**config.mk**
```make
export PLATFORM = sky130hd
export DESIGN_NAME = free_list_mark_sweep_pool
export DESIGN_NICKNAME = d
export VERILOG_FILES = /design/src/sv/flsp_pkg.sv /design/src/sv/flsp_ram.sv /design/src/sv/flsp_ctrl.sv /design/src/sv/flsp_dp.sv /design/src/sv/free_list_mark_sweep_pool.sv
export VERILOG_INCLUDE_DIRS = /design/src /design/src/sv
export SDC_FILE = /design/constraint.sdc
export NUM_CORES = 2
export LEC_CHECK = 0
export BUFFER_PORTS_ARGS = -buffer_cell sky130_fd_sc_hd__buf_2
export CAP_MARGIN = 5
export CORE_ASPECT_RATIO = 1.4
export CORE_MARGIN = 1
export CORE_UTILIZATION = 35
export DETAILED_ROUTE_END_ITERATION = 6
export MAX_ROUTING_LAYER = met4
export PLACE_DENSITY = 0.52
export RECOVER_POWER = 100
export SYNTH_ARGS = -nofsm -noshare
export SYNTH_HDL_FRONTEND = slang
export SYNTH_SLANG_ARGS = --single-unit
```
**constraint.sdc**
```tcl
create_clock -name clock -period 27.6 [get_ports clock]
set_input_delay 1.38 -clock clock [delete_from_list [all_inputs] [get_ports clock]]
set_output_delay 1.38 -clock clock [all_outputs]
set_load 0.05 [all_outputs]
```
**src/sv/free_list_mark_sweep_pool_macros.svh**
```systemverilog
// Assertion macros shared by the pool's RTL modules.
`ifndef FREE_LIST_MARK_SWEEP_POOL_MACROS_SVH
`define FREE_LIST_MARK_SWEEP_POOL_MACROS_SVH

// Same-cycle implication, checked at every rising edge outside reset.
`define FLSP_ASSERT_IMP(lbl, clk, rst, ante, cons) \
   lbl: assert property (@(posedge clk) disable iff (rst) (ante) |-> (cons)) \
      else $error("implication check failed");

// Next-cycle implication, checked at every rising edge outside reset.
`define FLSP_ASSERT_NXT(lbl, clk, rst, ante, cons) \
   lbl: assert property (@(posedge clk) disable iff (rst) (ante) |=> (cons)) \
      else $error("next-cycle check failed");

`endif

```
**src/sv/flsp_pkg.sv**
```systemverilog
// Package with the pool's sizes, codes and interface structs.
`timescale 1ns / 1ps

package flsp_pkg;

   localparam int NUM_CELLS = 256;
   localparam int IDX_W     = 8;
   localparam int CNT_W     = 9;
   localparam int OP_W      = 3;
   localparam int ST_W      = 2;
   localparam int RAM_AW    = $clog2(NUM_CELLS);

   localparam logic [OP_W-1:0] OP_ALLOC = 3'd0;
   localparam logic [OP_W-1:0] OP_MARK  = 3'd1;
   localparam logic [OP_W-1:0] OP_FORCE = 3'd2;
   localparam logic [OP_W-1:0] OP_SWEEP = 3'd3;
   localparam logic [OP_W-1:0] OP_QUERY = 3'd4;

   localparam logic [ST_W-1:0] ST_OK    = 2'd0;
   localparam logic [ST_W-1:0] ST_EMPTY = 2'd1;
   localparam logic [ST_W-1:0] ST_BAD   = 2'd2;

   typedef struct packed {
      logic [OP_W-1:0]  op;
      logic [IDX_W-1:0] cell_index;
   } req_payload_type;

   typedef struct packed {
      logic [ST_W-1:0]  status;
      logic [IDX_W-1:0] granted_cell;
      logic [CNT_W-1:0] cells_in_use;
      logic [CNT_W-1:0] cells_collected;
   } rsp_payload_type;

   // Commands from the controller to the datapath.
   typedef struct packed {
      logic init_step;
      logic load;
      logic exec;
      logic sweep_step;
   } ctl_cmd_type;

   // Status from the datapath to the controller.
   typedef struct packed {
      logic ptr_last;
      logic is_sweep;
   } dp_stat_type;

endpackage

```
**src/sv/flsp_ram.sv**
```systemverilog
// Generic single-write, single-read RAM with registered read data.
`timescale 1ns / 1ps

module flsp_ram #(
   parameter int WIDTH = 8,
   parameter int DEPTH = 256
) (
   input  logic                     clock,
   input  logic                     wr_en,
   input  logic [$clog2(DEPTH)-1:0] wr_addr,
   input  logic [WIDTH-1:0]         wr_data,
   input  logic [$clog2(DEPTH)-1:0] rd_addr,
   output logic [WIDTH-1:0]         rd_data
);

   logic [WIDTH-1:0] mem [DEPTH];
   logic [WIDTH-1:0] rd_data_ff;

   always_ff @(posedge clock) begin
      if (wr_en) begin
         mem[wr_addr] <= wr_data;
      end
      rd_data_ff <= mem[rd_addr];
   end

   assign rd_data = rd_data_ff;

endmodule

```
**src/sv/flsp_ctrl.sv**
```systemverilog
// Controller state machine that sequences link init, requests and sweeps.
`timescale 1ns / 1ps
`include "free_list_mark_sweep_pool_macros.svh"

module flsp_ctrl (
   input  logic                 clock,
   input  logic                 reset,
   input  logic                 start,
   output logic                 busy,
   input  flsp_pkg::dp_stat_type stat,
   output flsp_pkg::ctl_cmd_type cmd
);
   import flsp_pkg::*;

   localparam logic [1:0] S_INIT  = 2'd0;
   localparam logic [1:0] S_IDLE  = 2'd1;
   localparam logic [1:0] S_EXEC  = 2'd2;
   localparam logic [1:0] S_SWEEP = 2'd3;

   logic [1:0] state_ff, state_in;

   always_comb begin
      state_in = state_ff;
      cmd      = '0;
      unique case (state_ff)
         S_INIT: begin
            cmd.init_step = 1'b1;
            if (stat.ptr_last) begin
               state_in = S_IDLE;
            end
         end
         S_IDLE: begin
            if (start) begin
               cmd.load = 1'b1;
               state_in = S_EXEC;
            end
         end
         S_EXEC: begin
            cmd.exec = 1'b1;
            state_in = stat.is_sweep ? S_SWEEP : S_IDLE;
         end
         S_SWEEP: begin
            cmd.sweep_step = 1'b1;
            if (stat.ptr_last) begin
               state_in = S_IDLE;
            end
         end
         default: begin
            state_in = S_INIT;
         end
      endcase
   end

   always_ff @(posedge clock) begin
      if (reset) begin
         state_ff <= S_INIT;
      end else begin
         state_ff <= state_in;
      end
   end

   assign busy = (state_ff != S_IDLE);

   `FLSP_ASSERT_NXT(a_accept_to_exec, clock, reset, start && !busy, state_ff == S_EXEC)
   `FLSP_ASSERT_NXT(a_exec_leaves, clock, reset, state_ff == S_EXEC, state_ff == S_IDLE || state_ff == S_SWEEP)
   `FLSP_ASSERT_NXT(a_init_holds, clock, reset, state_ff == S_INIT && !stat.ptr_last, state_ff == S_INIT)

endmodule

```
**src/sv/flsp_dp.sv**
```systemverilog
// Datapath holding the free list, per-cell flags, counters and result register.
`timescale 1ns / 1ps
`include "free_list_mark_sweep_pool_macros.svh"

module flsp_dp (
   input  logic                     clock,
   input  logic                     reset,
   input  flsp_pkg::ctl_cmd_type    cmd,
   output flsp_pkg::dp_stat_type    stat,
   input  flsp_pkg::req_payload_type req_data,
   output logic                     rsp_valid,
   output flsp_pkg::rsp_payload_type rsp_data
);
   import flsp_pkg::*;

   req_payload_type req_ff, req_in;
   rsp_payload_type rsp_ff, rsp_in;
   logic            rsp_valid_ff, rsp_valid_in;

   logic [IDX_W-1:0]     ptr_ff, ptr_in;
   logic [IDX_W-1:0]     head_ff, head_in;
   logic                 empty_ff, empty_in;
   logic [CNT_W-1:0]     in_use_ff, in_use_in;
   logic [CNT_W-1:0]     collected_ff, collected_in;

   logic              ram_we;
   logic [RAM_AW-1:0] ram_waddr;
   logic [IDX_W-1:0]  ram_wdata;
   logic [IDX_W-1:0]  ram_rdata;

   logic              free_we;
   logic              marked_we;
   logic              forced_we;
   logic [RAM_AW-1:0] flag_waddr;
   logic              free_wdata;
   logic              marked_wdata;
   logic              forced_wdata;
   logic [RAM_AW-1:0] flag_raddr;
   logic              free_rdata;
   logic              marked_rdata;
   logic              forced_rdata;

   logic              in_range;
   logic [RAM_AW-1:0] req_cell;
   logic [RAM_AW-1:0] pcell;
   logic [RAM_AW-1:0] hcell;
   logic              ptr_last;
   logic              sweep_hit;
   logic [CNT_W-1:0]  in_use_inc;
   logic              alloc_ok;

   // The link of the current head is read every cycle, so it is ready
   // in the cycle after a request is taken.
   flsp_ram #(
      .WIDTH(IDX_W),
      .DEPTH(NUM_CELLS)
   ) u_link_ram (
      .clock  (clock),
      .wr_en  (ram_we),
      .wr_addr(ram_waddr),
      .wr_data(ram_wdata),
      .rd_addr(hcell),
      .rd_data(ram_rdata)
   );

   // The flag memories share one read address: the requested cell while a
   // request is taken, otherwise the cell the sweep visits next, so each
   // sweep step finds the flags of its cell already read out.
   flsp_ram #(
      .WIDTH(1),
      .DEPTH(NUM_CELLS)
   ) u_free_ram (
      .clock  (clock),
      .wr_en  (free_we),
      .wr_addr(flag_waddr),
      .wr_data(free_wdata),
      .rd_addr(flag_raddr),
      .rd_data(free_rdata)
   );

   flsp_ram #(
      .WIDTH(1),
      .DEPTH(NUM_CELLS)
   ) u_marked_ram (
      .clock  (clock),
      .wr_en  (marked_we),
      .wr_addr(flag_waddr),
      .wr_data(marked_wdata),
      .rd_addr(flag_raddr),
      .rd_data(marked_rdata)
   );

   flsp_ram #(
      .WIDTH(1),
      .DEPTH(NUM_CELLS)
   ) u_forced_ram (
      .clock  (clock),
      .wr_en  (forced_we),
      .wr_addr(flag_waddr),
      .wr_data(forced_wdata),
      .rd_addr(flag_raddr),
      .rd_data(forced_rdata)
   );

   assign in_range   = (CNT_W'(req_ff.cell_index) < CNT_W'(NUM_CELLS));
   assign req_cell   = req_ff.cell_index[RAM_AW-1:0];
   assign pcell      = ptr_ff[RAM_AW-1:0];
   assign hcell      = head_ff[RAM_AW-1:0];
   assign ptr_last   = (ptr_ff == IDX_W'(NUM_CELLS - 1));
   assign sweep_hit  = !free_rdata && (!marked_rdata || forced_rdata);
   assign in_use_inc = in_use_ff + 1'b1;
   assign alloc_ok   = cmd.exec && (req_ff.op == OP_ALLOC) && !empty_ff;
   assign flag_raddr = cmd.load ? req_data.cell_index[RAM_AW-1:0] : ptr_in[RAM_AW-1:0];

   always_comb begin
      req_in       = req_ff;
      rsp_in       = rsp_ff;
      rsp_valid_in = 1'b0;
      ptr_in       = ptr_ff;
      head_in      = head_ff;
      empty_in     = empty_ff;
      in_use_in    = in_use_ff;
      collected_in = collected_ff;
      ram_we       = 1'b0;
      ram_waddr    = pcell;
      ram_wdata    = '0;
      free_we      = 1'b0;
      marked_we    = 1'b0;
      forced_we    = 1'b0;
      flag_waddr   = pcell;
      free_wdata   = 1'b1;
      marked_wdata = 1'b0;
      forced_wdata = 1'b0;

      // The init pass chains the links in order and marks every cell free.
      if (cmd.init_step) begin
         ram_we    = 1'b1;
         ram_wdata = ptr_last ? '0 : ptr_ff + 1'b1;
         ptr_in    = ptr_last ? '0 : ptr_ff + 1'b1;
         free_we   = 1'b1;
         marked_we = 1'b1;
         forced_we = 1'b1;
      end

      if (cmd.load) begin
         req_in = req_data;
      end

      if (cmd.exec) begin
         rsp_valid_in           = 1'b1;
         rsp_in.status          = ST_OK;
         rsp_in.granted_cell    = '0;
         rsp_in.cells_in_use    = in_use_ff;
         rsp_in.cells_collected = '0;
         unique case (req_ff.op)
            OP_ALLOC: begin
               if (empty_ff) begin
                  rsp_in.status = ST_EMPTY;
               end else begin
                  rsp_in.granted_cell = head_ff;
                  rsp_in.cells_in_use = in_use_inc;
                  head_in             = ram_rdata;
                  free_we             = 1'b1;
                  flag_waddr          = hcell;
                  free_wdata          = 1'b0;
                  in_use_in           = in_use_inc;
                  empty_in            = (in_use_inc >= CNT_W'(NUM_CELLS));
               end
            end
            OP_MARK: begin
               if (in_range) begin
                  marked_we    = 1'b1;
                  flag_waddr   = req_cell;
                  marked_wdata = 1'b1;
               end else begin
                  rsp_in.status = ST_BAD;
               end
            end
            OP_FORCE: begin
               if (in_range) begin
                  forced_we    = 1'b1;
                  flag_waddr   = req_cell;
                  forced_wdata = 1'b1;
               end else begin
                  rsp_in.status = ST_BAD;
               end
            end
            OP_SWEEP: begin
               rsp_valid_in = 1'b0;
               ptr_in       = '0;
               collected_in = '0;
            end
            OP_QUERY: begin
               rsp_in.status = (in_range && !free_rdata) ? ST_OK : ST_BAD;
            end
            default: begin
               rsp_in.status = ST_BAD;
            end
         endcase
      end

      // Each sweep step clears the visited cell's mark and force flags and
      // frees it when it is reclaimed.
      if (cmd.sweep_step) begin
         marked_we = 1'b1;
         forced_we = 1'b1;
         if (sweep_hit) begin
            ram_we       = 1'b1;
            ram_waddr    = pcell;
            ram_wdata    = empty_ff ? '0 : head_ff;
            head_in      = ptr_ff;
            empty_in     = 1'b0;
            free_we      = 1'b1;
            in_use_in    = (in_use_ff != '0) ? in_use_ff - 1'b1 : in_use_ff;
            collected_in = collected_ff + 1'b1;
         end
         ptr_in = ptr_last ? '0 : ptr_ff + 1'b1;
         if (ptr_last) begin
            rsp_valid_in           = 1'b1;
            rsp_in.status          = ST_OK;
            rsp_in.granted_cell    = '0;
            rsp_in.cells_in_use    = in_use_in;
            rsp_in.cells_collected = collected_in;
         end
      end
   end

   always_ff @(posedge clock) begin
      if (reset) begin
         rsp_valid_ff <= 1'b0;
         ptr_ff       <= '0;
         head_ff      <= '0;
         empty_ff     <= 1'b0;
         in_use_ff    <= '0;
      end else begin
         rsp_valid_ff <= rsp_valid_in;
         ptr_ff       <= ptr_in;
         head_ff      <= head_in;
         empty_ff     <= empty_in;
         in_use_ff    <= in_use_in;
      end
   end

   always_ff @(posedge clock) begin
      req_ff       <= req_in;
      rsp_ff       <= rsp_in;
      collected_ff <= collected_in;
   end

   assign rsp_valid     = rsp_valid_ff;
   assign rsp_data      = rsp_ff;
   assign stat.ptr_last = ptr_last;
   assign stat.is_sweep = (req_ff.op == OP_SWEEP);

   `FLSP_ASSERT_IMP(a_empty_full, clock, reset, 1'b1, empty_ff == (in_use_ff == CNT_W'(NUM_CELLS)))
   `FLSP_ASSERT_IMP(a_count_range, clock, reset, 1'b1, in_use_ff <= CNT_W'(NUM_CELLS))
   `FLSP_ASSERT_NXT(a_alloc_count, clock, reset, alloc_ok, in_use_ff == $past(in_use_ff) + 1'b1)

endmodule

```
**src/sv/free_list_mark_sweep_pool.sv**
```systemverilog
// Top level of the mark-and-sweep free-list cell pool.
// Alloc, mark, force free, query: the request is registered and executed; its result is registered.
// A new request is not taken until the previous one has left the EXEC state.
// Sweep visits one cell a cycle and strobes its result after the last cell.
// After reset, busy stays high while the link and flag memories are filled.
`timescale 1ns / 1ps

module free_list_mark_sweep_pool (
   input  logic                      clock,
   input  logic                      reset,
   input  logic                      start,
   output logic                      busy,
   input  flsp_pkg::req_payload_type req_data,
   output logic                      rsp_valid,
   output flsp_pkg::rsp_payload_type rsp_data
);
   import flsp_pkg::*;

   // The controller only steps the datapath through the init pass, the load and
   // one-cycle execute step of a request, and the cell-by-cell sweep.
   ctl_cmd_type cmd;
   dp_stat_type stat;

   // A request is taken whenever start is high while busy is low. The
   // result register lets the next request be taken in the same cycle
   // that the previous result is shown, so results never block input.
   flsp_ctrl u_ctrl (
      .clock(clock),
      .reset(reset),
      .start(start),
      .busy (busy),
      .stat (stat),
      .cmd  (cmd)
   );

   // The datapath owns the free list: its head, the link memory and the
   // per-cell free, mark and force flag memories. A sweep pushes each
   // reclaimed cell onto the head of the list, in ascending cell order,
   // and clears the mark and force flags of every cell as it visits it.
   flsp_dp u_dp (
      .clock    (clock),
      .reset    (reset),
      .cmd      (cmd),
      .stat     (stat),
      .req_data (req_data),
      .rsp_valid(rsp_valid),
      .rsp_data (rsp_data)
   );

endmodule

```
== After elaboration in Yosys (flattened, before gate mapping) ==
Memory sizes are Yosys's and may differ from the RTL's. A register that Yosys moved wholly into a read port is not among the register bits.
Cells that the tools add are included.

* Flip-flop bits (word level): 77
* Bits in writable memories: 2816
* Input port bits: 14
* Output and inout port bits: 30
* Word-level logic and storage cells: 127
* Memories kept: 4

{| class="wikitable"
|+ Memories
! name !! depth !! width !! read ports !! clocked after Yosys merged registers in !! write ports !! line !! RTL
|-
| u_dp.u_link_ram.mem || 256 || 8 || 1 || 1 || 1 || flsp_ram.sv:16 || <nowiki>logic [WIDTH-1:0] mem [DEPTH];</nowiki>
|-
| u_dp.u_forced_ram.mem || 256 || 1 || 1 || 1 || 1 || flsp_ram.sv:16 ||
|-
| u_dp.u_free_ram.mem || 256 || 1 || 1 || 1 || 1 || flsp_ram.sv:16 ||
|-
| u_dp.u_marked_ram.mem || 256 || 1 || 1 || 1 || 1 || flsp_ram.sv:16 ||
|}

* Add/subtract/negate cells: 4
* Order comparisons: 1
* Equality and inequality tests: 11
* Mux-type cells: 83
* Reduce and logical (&&, ||, !) cells: 11

{| class="wikitable"
|+ Operator list
! operator !! number
|-
| $mux W8 || 17
|-
| $mux W9 || 10
|-
| $mux W28 || 3
|-
| $mux W1 || 44
|-
| $mux W17 || 2
|-
| $add A9 B1 Y9 const B || 2
|-
| $pmux W8 S2 || 1
|-
| $pmux W2 S3 || 2
|-
| $ge A9 B9 Y1 const B || 1
|-
| $reduce_bool A9 Y1 || 1
|-
| $sub A9 B1 Y9 const B || 1
|-
| $add A8 B1 Y8 const B || 1
|-
| $eq A8 B8 Y1 const B || 1
|-
| $mux W2 || 4
|-
| $eq A3 B2 Y1 const B || 2
|-
| $eq A2 B2 Y1 const B || 2
|-
| $ne A2 B1 Y1 const B || 2
|-
| $reduce_or A2 Y1 || 2
|-
| $eq A3 B1 Y1 const B || 1
|-
| $eq A3 B3 Y1 const B || 1
|-
| $logic_not A3 Y1 || 1
|-
| $reduce_or A3 Y1 || 1
|-
| $eq A2 B1 Y1 const B || 1
|-
| $logic_not A1 Y1 || 2
|-
| other kinds (5) || 5
|}

== Depth between registers and ports, before layout ==
* Word-level depth: 10
* Gate-level depth with buffers: 18
* Gate-level depth less buffers: 13

== By module ==
Synthesis repeated with hierarchy kept, for this count alone.

* Cells, all modules: 6677
* Area total of the unflattened synthesis: 117502.7 sq um

{| class="wikitable"
|+ By module, submodules not included
! module !! instances !! cells each !! area an instance (sq um) !! seq. area each (sq um)
|-
| flsp_ram (u_dp.u_link_ram) || 1 || 3733 || 79556.3 || 61659.1
|-
| flsp_ram (u_dp.u_forced_ram ...) || 3 || 788 || 11128.2 || 7707.4
|-
| flsp_dp || 1 || 561 || 4391.7 || 1611.5
|-
| flsp_ctrl || 1 || 19 || 170.2 || 40.0
|}

== Least setup slack after synthesis ==
Ideal clock, no wire load.

* Path kind: register -> register
* Start: register u_dp.u_forced_ram.rd_data_ff (netlist: u_dp.u_forced_ram.rd_data), read port of u_dp.u_forced_ram.mem
* End: memory u_dp.u_link_ram.mem[0][4] (data pin)
* Setup time: 2.268 ns
* Data arrival time: 11.768 ns
* Required time: 25.332 ns
* Slack: 13.564 ns
* Stages on the path, launching flop included: 8
* Path buffers: 3
* Clock period less this slack: 14.036 ns
* Path through: dfxtp_1 > inv_1 > a21oi_1 > clkbuf_1 > nand2_1 > clkbuf_1 > buf_1 > o32ai_1

* Cells in the longest elaborated chain, start to end: 4

{| class="wikitable"
|+ RTL lines
! element !! line !! RTL
|-
| from (decl) || flsp_ram.sv:17 || <nowiki>logic [WIDTH-1:0] rd_data_ff;</nowiki>
|-
| $logic_or A1 B1 Y1 || flsp_dp.sv:110 || <nowiki>assign sweep_hit = !free_rdata && (!marked_rdata || forced_rdata);</nowiki>
|-
| $logic_and A1 B1 Y1 || flsp_dp.sv:110 ||
|-
| $mux W8 || flsp_dp.sv:207 || <nowiki>if (sweep_hit) begin</nowiki>
|-
| $mux W8 || flsp_dp.sv:204 || <nowiki>if (cmd.sweep_step) begin</nowiki>
|-
| net u_dp.ram_wdata[4] || flsp_dp.sv:28 || <nowiki>logic [IDX_W-1:0] ram_wdata;</nowiki>
|-
| to (decl) || flsp_ram.sv:16 ||
|}

The timed path passes the listed nets, and every way through them passes these cells.

==> run_results.csv <==
group,metric,value,unit
synth,synth.distinct_cells,68,
setup_path,startpoint_type,"flip-flop",
detailed_routing,drc_errors,15,
setup_path,cp.arrival,14620,ps
layout,stdcell_count,11500,
synth,synth_seq_area_share,0.735,
synth,yosys.area.top_type_share,0.722,
run,drv_cap,54,
setup_path,critPathBufInv,3,
clocking,cts_made_buffers,300,
placed_design,place_inst,11000,
synth,yosysMostFrequentCell,"edfxtp_1",
timing,fin_ws,13720,ps
synth,synth_nets,6869,
synth,synth_top_area_cell,"edfxtp_1",
timing,hold_violations,0,
detailed_routing,viasPerCell,5.39,
clocking,clkTransAtPathRegs,60,ps
layout,nNetsFinal,6858,
clocking,cts_resized,0,
die,pin_count,44,
global_routing,grt_pass1_vias,63400,
placed_design,preCtsSetupSlack,21500,ps
clocking,cts_tree,"yes",
setup_path,crit_chain,"clkbuf_1 > clkbuf_1 > clkbuf_1 > mux4_2 > mux4_2 > mux4_2 > mux4_2",
die,fp.coreArea,0.334,mm²
global_routing,grt_pass1_wl,463000,µm
synth,synth_flop_cell,"edfxtp_1",
outcome,violations,"DRC, capacitance limit, slew limit",
worst_hold_path,hold_class,"reg -> reg",
placed_design,place.detailed.hpwl,192000,µm
detailed_routing,num_vias,62000,
power,p_total,12000,µW
synth,postSynth.asyncResetShare,0,
global_routing,grt_overflow,0,
clocking,h-tree-depth,5,
timing,setup_viol,0,
power,cellLeakagePower,0.0385,µW
synth,ys_seq_elements,2904,
die,fp.dieW,492,µm
detailed_routing,drt_iter0_drc,5783,
clocking,clkLatencyLatePin,880,ps
clocking,root_buffer,"clkbuf_16",
detailed_routing,wirelength,322000,µm
placed_design,gp_congestion,0.840,
setup_path,critical_path.most_common_cell,"mux4_2",
setup_path,crit_required,28340,ps
die,start_util,0.352,
detailed_routing,wl_per_cell,28.0,µm
detailed_routing,firstDrtPassIters,7,
synth,syn_area,0.118,mm²
die,rows,251,
detailed_routing,ant_nets,0,
layout,drive_gt1_frac,0.171,
global_routing,antenna_found_initial,14,
timing,fmax,72.1,MHz
clocking,clock-sinks,2904,
setup_path,end_kind,"flip-flop",
placed_design,port_buffers,43,
clocking,hold_buffers,0,
timing,fin_crit_sh,0.503,
synth,synth-edff-count,2827,
clocking,post_cts_buffers,0,
timing,slew_viol_final,3612,
synth,yosys-top-cells-count,"edfxtp_1, nor2_1, mux4_2",
timing,relSlewSlack,-5.83,
outcome,status,"complete, but fails checks",
setup_path,cpPeakStageDelay,3350,ps
timing,tightestPinTransition,10250,ps
die,dieArea,0.338,mm²
global_routing,grtUsageTotal,0.193,
timing,period_minus_slack,13880,ps
timing,holdWs,475,ps
power,ir_drop,0.000167,V
timing,skew,85.2,ps
timing,rsz0062_at_grt,"no",
setup_path,critPathMaxFanout,71,
synth,synth.avg_cell_area,17.2,µm²
clocking,ctsLongestPathBuffers,4,
setup_path,worst-setup-path-type,"reg -> reg",
die,die_y,688,µm
timing,finalSetupTns,0,ps
setup_path,cp_slowest_cell,"clkbuf_1",
layout,syn_to_final_growth,11.9,%
synth,ys_warn_count,0,
global_routing,grt_max_degree,257,
synth,synth.area.top_cells,"edfxtp_1, mux4_2, nor2_1, nand2_1, mux2i_1",
synth,synth_cells,6844,
layout,fill_cells,30200,
power,power_density,91.0,mW/mm²
setup_path,crit_family,"buffers and inverters",
[state kept, by name (all words and copies together) (netlist names), 9 cells and up]
signal and flops:
u_dp.collected_ff 9, u_dp.in_use_ff 9, u_dp.rsp_data 28, u_dp.u_forced_ram.mem 256
u_dp.u_free_ram.mem 256, u_dp.u_link_ram.mem 2048, u_dp.u_marked_ram.mem 256
[per-stage QoR]
step | util | area, µm²
6_report | 0.394 | 132000
5_1_grt | 0.394 | 131000
4_1_cts | 0.395 | 132000
3_5_place_dp | 0.367 | 123000
3_3_place_gp | 0.367 | 123000
2_1_floorplan | - | 118000
[logic make-up after synthesis]
family                     after synthesis  share of synthesized area
adders and majority gates               11                    0.00117
AOI/OAI and AO/OA                      397                     0.0229
DFF                                   2904                      0.735
xor gates and xnor gates                30                    0.00224
and+or+nand+nor                       2146                     0.0748
buffers and inverters                  506                     0.0184
muxes                                  850                      0.145
[layout make-up]
cell class | instances | area, µm² | share of cell area
clock buffer | 387 | 7980 | 0.0607
antenna | 12 | 30.0 | 0.000228
timing repair buffer | 176 | 973 | 0.00740
sequential | 2904 | 86400 | 0.657
multi-input combinational | 3434 | 29100 | 0.221
tap | 4427 | 5540 | 0.0421
clock inverter | 135 | 1370 | 0.0104
inverter | 17 | 71.3 | 0.000542
[path summary, 6_finish.rpt]
check | from | end | slack, ps | cells past startpoint
worst max register to register | u_dp.hcell[1] | u_dp.u_link_ram.rd_data[7] | 13720 | 7
worst max-delay path | u_dp.hcell[1] | u_dp.u_link_ram.rd_data[7] | 13720 | 7
worst min register to register | u_dp.rsp_data[5] | u_dp.rsp_data[5] | 480 | 2
worst min-delay path | u_dp.rsp_data[5] | u_dp.rsp_data[5] | 480 | 2
[report_power, final]
| part | internal (µW) | leakage [µW] | switching, µW | total [µW] |
|---|---|---|---|---|
| clock | 2280 | 0.00456 | 1690 | 3970 |
| sequential | 5210 | 0.0255 | 53.8 | 5260 |
| combinational | 798 | 0.00846 | 1950 | 2740 |
| total | 8280 | 0.0385 | 3690 | 12000 |
[cells in the final DEF (no fill, tap or decap), types with 27 or more instances in the layout]
cell,netlist,routed
buf_4,27,65
a31oi_1,32,32
mux4_2,682,682
mux2i_1,159,159
nand3_1,247,247
nand2_1,635,619
clkinv_1,1,46
edfxtp_1,2827,2827
a21oi_1,100,101
o21ai_0,48,50
o221ai_1,44,44
clkbuf_1,291,183
dfxtp_1,77,74
nor2_1,1104,1101
a22oi_1,27,27
nor3_1,27,27
clkbuf_16,0,306
clkinv_2,0,43
[per-layer routing]
metal | up-vias | global-route usage | part of all wire
met5 | - | - | 0
met1 | 33000 | 0.227 | 0.38
met2 | 1924 | 0.345 | 0.54
met3 | 473 | 0.0255 | 0.055
li1 | 26600 | - | -
met4 | 0 | 0.0559 | 0.030
[worst min-delay path: stages, from the launching register on]
cell and delay (ps):
dfxtp_1 310, nand3b_1 70, nand2_1 50
Power figures use the tool's default switching activity.
